===== src/rtl/i2r_pkg.sv =====
`timescale 1ns / 1ps
// Shared types, constants and symbol tables for the integer to Roman numeral unit.
// No dependencies; used by i2r_ctrl, i2r_datapath and the top level.

package i2r_pkg;

  localparam int unsigned NumW   = 12;
  localparam int unsigned CharW  = 8;
  localparam int unsigned IdxW   = 3;
  localparam int unsigned EntW   = 4;
  localparam int unsigned NumEnt = 13;
  localparam int unsigned InTdataW  = 16;
  localparam int unsigned OutTdataW = 16;

  localparam logic [NumW-1:0] LimitValue = 12'd3999;

  // Symbol indexes.
  localparam logic [IdxW-1:0] SymI = 3'd0;
  localparam logic [IdxW-1:0] SymV = 3'd1;
  localparam logic [IdxW-1:0] SymX = 3'd2;
  localparam logic [IdxW-1:0] SymL = 3'd3;
  localparam logic [IdxW-1:0] SymC = 3'd4;
  localparam logic [IdxW-1:0] SymD = 3'd5;
  localparam logic [IdxW-1:0] SymM = 3'd6;

  typedef enum logic [0:0] {
    ST_IDLE,
    ST_RUN
  } i2r_state_e;

  typedef struct packed {
    logic load;
    logic step;
  } i2r_cmd_t;

  typedef struct packed {
    logic slot_free;
    logic final_sym;
  } i2r_status_t;

  // ASCII code of a symbol index.
  function automatic logic [CharW-1:0] sym_char(input logic [IdxW-1:0] idx);
    logic [CharW-1:0] c;
    case (idx)
      SymI:    c = 8'h49;
      SymV:    c = 8'h56;
      SymX:    c = 8'h58;
      SymL:    c = 8'h4C;
      SymC:    c = 8'h43;
      SymD:    c = 8'h44;
      SymM:    c = 8'h4D;
      default: c = 8'h00;
    endcase
    return c;
  endfunction

  // Greedy table, largest first: M CM D CD C XC L XL X IX V IV I.
  function automatic logic [NumW-1:0] ent_value(input logic [EntW-1:0] e);
    logic [NumW-1:0] v;
    case (e)
      4'd0:    v = 12'd1000;
      4'd1:    v = 12'd900;
      4'd2:    v = 12'd500;
      4'd3:    v = 12'd400;
      4'd4:    v = 12'd100;
      4'd5:    v = 12'd90;
      4'd6:    v = 12'd50;
      4'd7:    v = 12'd40;
      4'd8:    v = 12'd10;
      4'd9:    v = 12'd9;
      4'd10:   v = 12'd5;
      4'd11:   v = 12'd4;
      default: v = 12'd1;
    endcase
    return v;
  endfunction

  // Odd entries are the subtractive pairs.
  function automatic logic ent_pair(input logic [EntW-1:0] e);
    return e[0] && (e != 4'd13) && (e != 4'd15);
  endfunction

  function automatic logic [IdxW-1:0] ent_sym1(input logic [EntW-1:0] e);
    logic [IdxW-1:0] s;
    case (e)
      4'd0:    s = SymM;
      4'd1:    s = SymC;
      4'd2:    s = SymD;
      4'd3:    s = SymC;
      4'd4:    s = SymC;
      4'd5:    s = SymX;
      4'd6:    s = SymL;
      4'd7:    s = SymX;
      4'd8:    s = SymX;
      4'd9:    s = SymI;
      4'd10:   s = SymV;
      4'd11:   s = SymI;
      default: s = SymI;
    endcase
    return s;
  endfunction

  function automatic logic [IdxW-1:0] ent_sym2(input logic [EntW-1:0] e);
    logic [IdxW-1:0] s;
    case (e)
      4'd1:    s = SymM;
      4'd3:    s = SymD;
      4'd5:    s = SymC;
      4'd7:    s = SymL;
      4'd9:    s = SymX;
      4'd11:   s = SymV;
      default: s = SymI;
    endcase
    return s;
  endfunction

  // Largest table entry not above the value; the value is at least one here.
  function automatic logic [EntW-1:0] best_ent(input logic [NumW-1:0] v);
    logic [EntW-1:0] e;
    e = EntW'(NumEnt - 1);
    for (int i = NumEnt - 1; i >= 0; i--) begin
      if (v >= ent_value(EntW'(i))) begin
        e = EntW'(i);
      end
    end
    return e;
  endfunction

endpackage


===== src/rtl/i2r_ctrl.sv =====
`timescale 1ns / 1ps
// Controller state machine: takes a request, then steps the datapath once per symbol.
// Depends on i2r_pkg.

module i2r_ctrl (
  input  logic                  clk_i,
  input  logic                  rst_ni,
  input  logic                  in_valid_i,
  output logic                  in_ready_o,
  input  i2r_pkg::i2r_status_t  status_i,
  output i2r_pkg::i2r_cmd_t     cmd_o
);

  i2r_pkg::i2r_state_e state_q, state_d;

  always_ff @(posedge clk_i or negedge rst_ni) begin
    if (!rst_ni) begin
      state_q <= i2r_pkg::ST_IDLE;
    end else begin
      state_q <= state_d;
    end
  end

  always_comb begin
    state_d = state_q;
    case (state_q)
      i2r_pkg::ST_IDLE: begin
        if (in_valid_i) begin
          state_d = i2r_pkg::ST_RUN;
        end
      end
      i2r_pkg::ST_RUN: begin
        if (status_i.slot_free && status_i.final_sym) begin
          state_d = i2r_pkg::ST_IDLE;
        end
      end
      default: state_d = i2r_pkg::ST_IDLE;
    endcase
  end

  always_comb begin
    in_ready_o = 1'b0;
    cmd_o      = '0;
    case (state_q)
      i2r_pkg::ST_IDLE: begin
        in_ready_o = 1'b1;
        cmd_o.load = in_valid_i;
      end
      i2r_pkg::ST_RUN: begin
        cmd_o.step = status_i.slot_free;
      end
      default: begin
        in_ready_o = 1'b0;
      end
    endcase
  end

endmodule


===== src/rtl/i2r_datapath.sv =====
`timescale 1ns / 1ps
// Datapath: remainder register, greedy table lookup and the output register.
// Depends on i2r_pkg.

module i2r_datapath (
  input  logic                           clk_i,
  input  logic                           rst_ni,
  input  logic [i2r_pkg::NumW-1:0]       number_i,
  input  i2r_pkg::i2r_cmd_t              cmd_i,
  output i2r_pkg::i2r_status_t           status_o,
  output logic                           out_valid_o,
  input  logic                           out_ready_i,
  output logic [i2r_pkg::CharW-1:0]      symbol_char_o,
  output logic [i2r_pkg::IdxW-1:0]       symbol_index_o,
  output logic                           last_symbol_o,
  output logic                           invalid_input_o
);

  logic [i2r_pkg::NumW-1:0]  rem_q, rem_d;
  logic [i2r_pkg::EntW-1:0]  ent_q, ent_d;
  logic                      half_q, half_d;
  logic                      invalid_q, invalid_d;
  logic                      out_valid_q, out_valid_d;
  logic [i2r_pkg::CharW-1:0] char_q, char_d;
  logic [i2r_pkg::IdxW-1:0]  idx_q, idx_d;
  logic                      last_q, last_d;
  logic                      inv_q, inv_d;

  logic [i2r_pkg::EntW-1:0]  cur_ent;
  logic [i2r_pkg::NumW-1:0]  cur_val;
  logic [i2r_pkg::IdxW-1:0]  cur_sym;
  logic                      completes;
  logic                      final_sym;

  // In the second half of a pair the entry is held; otherwise pick the largest fit.
  assign cur_ent   = half_q ? ent_q : i2r_pkg::best_ent(rem_q);
  assign cur_val   = i2r_pkg::ent_value(cur_ent);
  assign cur_sym   = half_q ? i2r_pkg::ent_sym2(ent_q) : i2r_pkg::ent_sym1(cur_ent);
  assign completes = half_q || !i2r_pkg::ent_pair(cur_ent);
  assign final_sym = invalid_q || (completes && (rem_q == cur_val));

  assign status_o.slot_free = !out_valid_q || out_ready_i;
  assign status_o.final_sym = final_sym;

  always_comb begin
    rem_d       = rem_q;
    ent_d       = ent_q;
    half_d      = half_q;
    invalid_d   = invalid_q;
    char_d      = char_q;
    idx_d       = idx_q;
    last_d      = last_q;
    inv_d       = inv_q;
    out_valid_d = out_valid_q && !out_ready_i;
    if (cmd_i.load) begin
      rem_d     = number_i;
      half_d    = 1'b0;
      invalid_d = (number_i == '0) || (number_i > i2r_pkg::LimitValue);
    end else if (cmd_i.step) begin
      out_valid_d = 1'b1;
      last_d      = final_sym;
      if (invalid_q) begin
        char_d = '0;
        idx_d  = '0;
        inv_d  = 1'b1;
      end else begin
        char_d = i2r_pkg::sym_char(cur_sym);
        idx_d  = cur_sym;
        inv_d  = 1'b0;
        if (completes) begin
          rem_d  = rem_q - cur_val;
          half_d = 1'b0;
        end else begin
          ent_d  = cur_ent;
          half_d = 1'b1;
        end
      end
    end
  end

  always_ff @(posedge clk_i or negedge rst_ni) begin
    if (!rst_ni) begin
      rem_q       <= '0;
      half_q      <= 1'b0;
      invalid_q   <= 1'b0;
      out_valid_q <= 1'b0;
    end else begin
      rem_q       <= rem_d;
      half_q      <= half_d;
      invalid_q   <= invalid_d;
      out_valid_q <= out_valid_d;
    end
  end

  always_ff @(posedge clk_i) begin
    ent_q  <= ent_d;
    char_q <= char_d;
    idx_q  <= idx_d;
    last_q <= last_d;
    inv_q  <= inv_d;
  end

  assign out_valid_o     = out_valid_q;
  assign symbol_char_o   = char_q;
  assign symbol_index_o  = idx_q;
  assign last_symbol_o   = last_q;
  assign invalid_input_o = inv_q;

`ifndef NO_ASSERTIONS
  // A pair is never started for an out-of-range number.
  assert property (@(posedge clk_i) disable iff (!rst_ni) half_q |-> !invalid_q)
    else $error("pair in progress on an invalid number");

  // The second symbol of a pair always closes it.
  assert property (@(posedge clk_i) disable iff (!rst_ni)
    (cmd_i.step && half_q) |=> !half_q)
    else $error("pair not closed after its second symbol");

  // An invalid result carries zero data and ends its run.
  assert property (@(posedge clk_i) disable iff (!rst_ni)
    (out_valid_q && inv_q) |-> (last_q && char_q == '0 && idx_q == '0))
    else $error("invalid result with nonzero symbol or no last mark");

  // The remainder of a valid number stays within range.
  assert property (@(posedge clk_i) disable iff (!rst_ni)
    !invalid_q |-> (rem_q <= i2r_pkg::LimitValue))
    else $error("remainder out of range");
`endif

endmodule


===== src/rtl/integer_to_roman_numeral_unit.sv =====
`timescale 1ns / 1ps
// Top level of the integer to Roman numeral unit: controller plus datapath.
// Depends on i2r_pkg, i2r_ctrl and i2r_datapath.
//
//   Channel  Dir  Group    Contents
//   s_axis   in   request  tdata[11:0] number
//   m_axis   out  symbol   tdata[7:0] symbol_char, tdata[10:8] symbol_index,
//                          tlast last_symbol, tuser invalid_input
//
// A request is loaded, then the datapath is stepped once per symbol: 1 to 15
// symbols per number. The symbol emitter produces one symbol per cycle while
// the output is not stalled. An out-of-range number gives one result.
// Reset clears the controller and the output valid flag at once.
// A stalled output holds the emitter; a new request is taken as soon as the
// last symbol sits in the output register.

module integer_to_roman_numeral_unit (
  input  logic                              clk_i,
  input  logic                              rst_ni,
  input  logic                              s_axis_tvalid_i,
  output logic                              s_axis_tready_o,
  input  logic [i2r_pkg::InTdataW-1:0]      s_axis_tdata_i,  // [11:0] number
  output logic                              m_axis_tvalid_o,
  input  logic                              m_axis_tready_i,
  output logic [i2r_pkg::OutTdataW-1:0]     m_axis_tdata_o,  // [7:0] symbol_char, [10:8] symbol_index
  output logic                              m_axis_tlast_o,  // last_symbol
  output logic                              m_axis_tuser_o   // invalid_input
);

  i2r_pkg::i2r_cmd_t         cmd;
  i2r_pkg::i2r_status_t      status;
  logic [i2r_pkg::CharW-1:0] symbol_char;
  logic [i2r_pkg::IdxW-1:0]  symbol_index;

  i2r_ctrl u_ctrl (
    .clk_i      (clk_i),
    .rst_ni     (rst_ni),
    .in_valid_i (s_axis_tvalid_i),
    .in_ready_o (s_axis_tready_o),
    .status_i   (status),
    .cmd_o      (cmd)
  );

  i2r_datapath u_datapath (
    .clk_i           (clk_i),
    .rst_ni          (rst_ni),
    .number_i        (s_axis_tdata_i[i2r_pkg::NumW-1:0]),
    .cmd_i           (cmd),
    .status_o        (status),
    .out_valid_o     (m_axis_tvalid_o),
    .out_ready_i     (m_axis_tready_i),
    .symbol_char_o   (symbol_char),
    .symbol_index_o  (symbol_index),
    .last_symbol_o   (m_axis_tlast_o),
    .invalid_input_o (m_axis_tuser_o)
  );

  assign m_axis_tdata_o = {
    {(i2r_pkg::OutTdataW - i2r_pkg::CharW - i2r_pkg::IdxW){1'b0}},
    symbol_index,
    symbol_char
  };

endmodule


===== config.mk =====
export PLATFORM = sky130hd
export DESIGN_NAME = integer_to_roman_numeral_unit
export DESIGN_NICKNAME = d
export VERILOG_FILES = /design/src/rtl/i2r_pkg.sv /design/src/rtl/i2r_ctrl.sv /design/src/rtl/i2r_datapath.sv /design/src/rtl/integer_to_roman_numeral_unit.sv
export SDC_FILE = /design/constraint.sdc
export NUM_CORES = 1
export LEC_CHECK = 0
export BUFFER_PORTS_ARGS = -buffer_cell sky130_fd_sc_hd__buf_2
export CAP_MARGIN = 20
export CELL_PAD_IN_SITES_DETAIL_PLACEMENT = 2
export CELL_PAD_IN_SITES_GLOBAL_PLACEMENT = 2
export CORE_MARGIN = 5
export CORE_UTILIZATION = 37
export CTS_CLUSTER_DIAMETER = 100
export DETAILED_ROUTE_END_ITERATION = 6
export PLACE_DENSITY_LB_ADDON = 0.1
export SYNTH_ARGS = -nofsm -noshare
export SYNTH_HDL_FRONTEND = slang
export SYNTH_SLANG_ARGS = --single-unit

===== constraint.sdc =====
create_clock -name clk_i -period 10.6 [get_ports clk_i]
set_clock_uncertainty 0.05 [all_clocks]
set_input_delay 1.06 -clock clk_i [delete_from_list [all_inputs] [get_ports clk_i]]
set_output_delay 1.06 -clock clk_i [all_outputs]
set_load 0.05 [all_outputs]

==> out/summary.txt, run 1 <==
Worst reg2reg endpoint = u_datapath.rem_q[11]
CP endpoint kind = register
Number of max-cap violations = 0
Top cells by count, synth = nand2_1, nor2_1, a21oi_1
Longest Clk Path Bufs = 2
Antenna diodes = 0
Achievable Freq = 209 MHz
Final WL = 8.19 mm
Post-route DRC = 0
Metal-1 WL = 3.86 mm
RSZ-0062 raised after global routing = false
Largest net degree at the start of global routing = 17
Met2 wire len = 4.05 mm
Cells after Synth = 275
H-tree Lvls = 2
Detailed placement HPWL = 6.24 mm
Post-synth top flop = dfrtp_1
Via count = 2282
CTS tree = yes
Die height = 91.8 um
Cells on worst reg2reg path = 16
Row cnt = 29
DRT iter0 DRCs = 77
# clock sinks = 31
Critical Path Source Type = register
Final #Nets = 334
DR WL met3 = 173 um
Overflow after GRT = 0
Layout cell share with drive strength beyond 1 = 17.9%
Core Area = 6420 um2
Async SR Flop Fraction = 51.6%
First-pass iteration count of the detailed router = 4
Fin. Hold Viols = 0
Die Area = 8440 um2
Post-synth top area cell = edfxtp_1
Max stage delay on crit path = 0.63 ns
Initial Utilization = 38.6%
Number of global-route vias before repair = 2526
Crit path required time = 10.76 ns
Final slew viol count = 0
Number of synthesized register bits = 31
TritonCTS Buffers = 5
Top layer in use = met4
Main combinational cell family by area after synthesis = compound AO/OA/AOI/OAI gates
Cell Chain, Critical Path = nor3_1, a21o_1, nand3_1, o32ai_2, ha_1, inv_1, o21ai_0, a22oi_1, ha_1, nand2_1, a21oi_1, o21ai_0, a21oi_1, a41oi_1, a211o_1, nand3_1
Adder-cell share of the synthesized area = 6.87%
Compound-cell area share of the yosys netlist = 28.4%
Multiplexer share of the synthesized area = 0.454%
Top-count cell post-synth = nand2_1
Clk slew on worst S/H paths = 0.07 ns
Synth Warn # = 0
Critical path arrival = 4.95 ns
Synth top area share = 18.2%
Xor and xnor area share after synthesis = 2.47%
Post-CTS Repair Setup Buffers = 0
Slew @ Worst Pin = 1.05 ns
Crit Path Max Fanout = 11
Max_slew headroom = 29.7%
GPL Wtd Cong = 0.879
Status = completed
Die W = 91.8 um
R2R Path Start = u_datapath.rem_q[6]
Register area share after synthesis = 34.3%
Synth Area in Simple Gates = 20.8%
Hold Crit Endpoint = u_datapath.out_valid_o
R2r setup slk = 5.82 ns
Mapped cell area = 2480 um2
Post-Route Setup TNS = 0 ns
Critical path class = register to register
Worst skew pair latency = 0.29 ns
Post-route ant nets = 0
DR vias/cell = 6.02
Synth area leaders = edfxtp_1, dfrtp_1, ha_1, nand2_1, a21oi_1
Ports = 40
EDFF count, synth = 15
Mean post-synth cell area = 9.01 um2
Hold Path Origin = u_datapath.out_valid_o
First-pass GRT wire length = 13.4 mm
Avg WL per Cell = 21.6 um
Area delta synth->final = 11.8%
Input/output buffers = 28
HP Class = register to register
GR Util All Layers = 19.9%
Tmin final = 4.78 ns
# fillers = 729
Hold buffer count at cts = 0
Hold Path Cell Cnt = 2
Final worst path period share = 45.1%
CP max stage cell = nor3_1
Initial antenna violation count = 0
Final setup fails = 0
Synth unique cells = 66
Cts repair resizes = 0
Root Buffer = clkbuf_8
==> layout make-up <==
type | instances | area, um2 | area share (%)
flip-flops and latches | 31 | 851 | 30.7
inverters | 20 | 77.6 | 2.80
clock buffers | 6 | 82.6 | 2.98
well taps | 77 | 96.3 | 3.48
repair buffers | 28 | 140 | 5.06
multi-input cells | 215 | 1490 | 53.7
clock inverters | 2 | 35.0 | 1.26
==> cell families after synthesis <==
kind of cell / after synthesis
muxes: 1
buffers and inverters: 35
DFF: 31
and+or+nand+nor: 97
xor gates and xnor gates: 7
adders and majority gates: 13
other: 1
AOI/OAI and AO/OA: 90
==> cell usage in the layout, fill, tap and decap left out, drive strengths merged, types with 4 or more instances in the layout <==
| cell type | instances |
|---|---|
| a211oi | 4 |
| a21o | 7 |
| a21oi | 18 |
| a221o | 5 |
| a22oi | 8 |
| buf | 28 |
| clkbuf | 6 |
| conb | 7 |
| dfrtp | 16 |
| edfxtp | 15 |
| ha | 12 |
| inv | 20 |
| nand2 | 25 |
| nand2b | 4 |
| nand3 | 7 |
| nand4 | 6 |
| nor2 | 20 |
| nor2b | 5 |
| nor3 | 7 |
| nor4 | 6 |
| o21a | 4 |
| o21ai | 17 |
| or2 | 5 |
| xnor2 | 4 |
==> worst max path at each step <==
stage / startpoint / endpoint / slack (ns) / cells after the start
finish: u_datapath.rem_q[6] / u_datapath.rem_q[11] / 5.82 / 16
global placement: u_datapath.rem_q[6] / u_datapath.rem_q[11] / 6.12 / 15
global route: u_datapath.rem_q[6] / u_datapath.rem_q[11] / 5.48 / 16
floorplan: u_datapath.rem_q[3] / u_datapath.rem_q[8] / 6.76 / 17
CTS: u_datapath.rem_q[6] / u_datapath.rem_q[11] / 5.81 / 16
detailed placement: u_datapath.rem_q[6] / u_datapath.rem_q[11] / 5.97 / 16
==> metal layers <==
metal / global-route usage [%] / vias up
met3: 2.70 / 9
met1: 26.7 / 1169
met2: 33.8 / 30
met4: 4.83 / 0
li1: - / 1074
met5: 0 / -
==> stage by stage <==
| stage | cells | hold slack, ns | worst slack, ns | utilization (%) | cell area (um2) |
|---|---|---|---|---|---|
| 6_report | 379 | 0.470 | 5.82 | 43.2 | 2770 |
| 2_1_floorplan | 281 | 0.461 | 6.76 | - | 2500 |
| 5_1_grt | 379 | 0.526 | 5.48 | 43.2 | 2770 |
| 3_3_place_gp | 371 | 0.463 | 6.12 | 41.3 | 2650 |
| 3_5_place_dp | 371 | 0.459 | 5.97 | 41.3 | 2650 |
| 4_1_cts | 379 | 0.481 | 5.81 | 43.2 | 2770 |
==> sequential cells by signal, indices dropped and copies added (netlist names) <==
name / flops
u_datapath.ent_q: 4
u_datapath.last_symbol_o: 1
u_datapath.rem_q: 12
u_datapath.invalid_q: 1
u_datapath.symbol_char_o: 6
u_datapath.out_valid_o: 1
u_datapath.invalid_input_o: 1
u_ctrl.state_q: 1
u_datapath.half_q: 1
u_datapath.symbol_index_o: 3
==> critical path: cells and delay by family (launching register included) <==
family                     cells  cell delay [ns]
AOI/OAI and AO/OA              9             2.26
and+or+nand+nor                4             0.92
DFF                            1             0.57
adders and majority gates      2             0.75
buffers and inverters          1             0.13
Power of run 1 is not shown: default switching activity piles up to over one toggle a cycle in this logic, so the estimate is an artifact.
==> inputs of run 2 (changes only) <==
--- a/config.mk
+++ b/config.mk
@@ -10,7 +10,7 @@
 export CELL_PAD_IN_SITES_DETAIL_PLACEMENT = 2
 export CELL_PAD_IN_SITES_GLOBAL_PLACEMENT = 2
 export CORE_MARGIN = 5
-export CORE_UTILIZATION = 37
+export CORE_UTILIZATION = 35
 export CTS_CLUSTER_DIAMETER = 100
 export DETAILED_ROUTE_END_ITERATION = 6
 export PLACE_DENSITY_LB_ADDON = 0.1
==> constraint.sdc (replaced) <==
create_clock -name clk_i -period 4.8 [get_ports clk_i]
set_clock_uncertainty 0.05 [all_clocks]
set_input_delay 0.48 -clock clk_i [delete_from_list [all_inputs] [get_ports clk_i]]
set_output_delay 0.48 -clock clk_i [all_outputs]
set_load 0.05 [all_outputs]
==> run 2 against run 1 <==
Routed wire length is 3.9% lower. Hold slack worse by 0.42 ns. Via count is 1.3% lower. Core utilization is 1.9 points lower. Fmax is 8.4% higher. Die area is 5.1% higher. Cell area is 1.6% higher. Critical path type unchanged. Critical endpoint unchanged.
==> out/summary.txt, run 2 (synthesized netlist as in run 1, its figures left out) <==
Status = completed
Overflow after GRT = 0 (unchanged)
TritonCTS Buffers = 5 (unchanged)
Post-route DRC = 0 (unchanged)
HP Class = input pin to asynchronous set/reset pin
Final #Nets = 337 (+0.90%)
Root Buffer = clkbuf_8
Largest register by flop count = u_datapath.rem_q
CTS tree = yes
Most common cell after layout, fill and taps aside = buf_2
Final WL = 7.87 mm (-3.9%)
GR Util All Layers = 19.0% (-0.82 points)
Largest register FFs = 12 (unchanged)
Die height = 94.2 um (+2.5%)
Post-Route Setup TNS = 0 ns (unchanged)
Detailed placement HPWL = 6.09 mm (-2.4%)
DR vias/cell = 5.62 (-6.7%)
First-pass iteration count of the detailed router = 4 (unchanged)
GPL Wtd Cong = 0.848 (-3.5%)
Die Area = 8870 um2 (+5.1%)
Antenna diodes = 0 (unchanged)
# fillers = 800 (+9.7%)
RSZ-0062 raised after global routing = false
Avg WL per Cell = 19.6 um (-9.2%)
Number of global-route vias before repair = 2436 (-3.6%)
Achievable Freq = 227 MHz (+8.4%)
Final slew viol count = 0 (unchanged)
Layout cell share with drive strength beyond 1 = 19.0% (+1.1 points)
Slew @ Worst Pin = 1.02 ns (-0.0221 ns)
Leading cell types in the layout, fill and taps excluded = buf_2, nand2_1, nor2_1, a21oi_1, inv_1
Initial antenna violation count = 0 (unchanged)
Post-CTS Repair Setup Buffers = 0 (unchanged)
Worst skew pair latency = 0.29 ns (about the same)
Crit Path Max Fanout = 11 (unchanged)
Via count = 2253 (-1.3%)
Fin. Hold Viols = 0 (unchanged)
Crit path required time = 4.96 ns (-5.80 ns)
Tmin final = 4.41 ns (-0.371 ns)
Max_slew headroom = 31.2% (+1.5 points)
First-pass GRT wire length = 13.1 mm (-2.7%)
Core Area = 6830 um2 (+6.4%)
Ports = 40 (unchanged)
Row cnt = 30 (+3.4%)
Critical path arrival = 4.58 ns (-0.37 ns)
Hold buffer count at cts = 0 (unchanged)
Final setup fails = 0 (unchanged)
H-tree Lvls = 2 (unchanged)
Post-route ant nets = 0 (unchanged)
Critical Path Source Type = register
Area delta synth->final = 13.6%
Die W = 94.2 um (+2.5%)
Clk slew on worst S/H paths = 0.08 ns (about the same)
Initial Utilization = 36.3% (-2.3 points)
Longest Clk Path Bufs = 2 (unchanged)
Critical path class = register to register
CP endpoint kind = register
DRT iter0 DRCs = 107 (+39%)
Number of max-cap violations = 0 (unchanged)
# clock sinks = 31 (unchanged)
Largest net degree at the start of global routing = 17 (unchanged)
Final worst path period share = 91.9% (+47 points)
Input/output buffers = 28 (unchanged)
-- run 2: cell types whose count changed in the layout (fill, tap and decap cells not counted) --
cell / delta
a221oi_1: -1
a221oi_2: +1
buf_4: +3
clkbuf_1: +2
clkbuf_8: -1
clkinv_2: -1
dfrtp_1: -2
dfrtp_2: +2
o21ai_0: -1
o21ai_1: +1
-- run 2: final timing paths --
| path | cells past startpoint | end | start | slack, ns |
|---|---|---|---|---|
| setup / recovery | 16 | u_datapath.rem_q[11] | u_datapath.rem_q[6] | 0.39 |
| hold / removal | 1 | u_datapath.rem_q[9] | rst_ni | 0.05 |
| setup reg to reg | 16 | u_datapath.rem_q[11] | u_datapath.rem_q[6] | 0.39 |
| hold reg to reg | 2 | u_datapath.out_valid_o | u_datapath.out_valid_o | 0.47 |
| max in group asynchronous | 1 | u_datapath.rem_q[6] | rst_ni | 4.36 |
| min in group clk_i | 3 | u_datapath.rem_q[10] | s_axis_tdata_i[10] | 0.40 |
-- run 2: area by class of cell --
class                   count  area [um2]  share of cell area [%]
well taps                  96         120                    4.27
clock inverters             1        30.0                    1.07
flip-flops and latches     31         853                    30.3
repair buffers             31         163                    5.78
inverters                  20        77.6                    2.76
multi-input cells         215        1500                    53.1
clock buffers               7        76.3                    2.71
-- run 2: stage by stage --
step	worst slack, ns	cell area, um2	hold WS (ns)	cells	utilization (%)
after floorplan	0.963	2500	0.134	281	-
after global placement	0.405	2700	0.371	393	39.5
after detailed placement	0.340	2700	0.376	393	39.5
after CTS	0.255	2810	0.0572	401	41.1
after global routing	0.0747	2820	0.0775	401	41.2
final	0.387	2820	0.0486	401	41.2
-- run 2: repair_timing --
action                                  in CTS  in global routing
endpoints found under the setup margin       0                  4
hold endpoints to repair                     0                  0
gates resized for setup                      0                  4
-- run 2: metal layers --
metal,vias to the layer above,track usage [%],part of all wire (%)
met5,-,0,0
met4,0,3.97,0.84
met3,6,2.40,2.4
met2,35,32.2,48
met1,1131,25.9,48
li1,1081,-,-
-- run 2: worst max-delay path, cell delays in order, from the launching register on --
cell and delay (ns):
dfrtp_2 0.52, nor3_1 0.62, a21o_1 0.21, nand3_1 0.09, o32ai_2 0.38, ha_1 0.34
inv_1 0.12, o21ai_0 0.18, a22oi_1 0.10, ha_1 0.36, nand2_1 0.10, a21oi_1 0.16
o21ai_0 0.18, a21oi_1 0.29, a41oi_1 0.22, a211o_1 0.33, nand3_1 0.07
Power of run 2 is left out for the same reason.
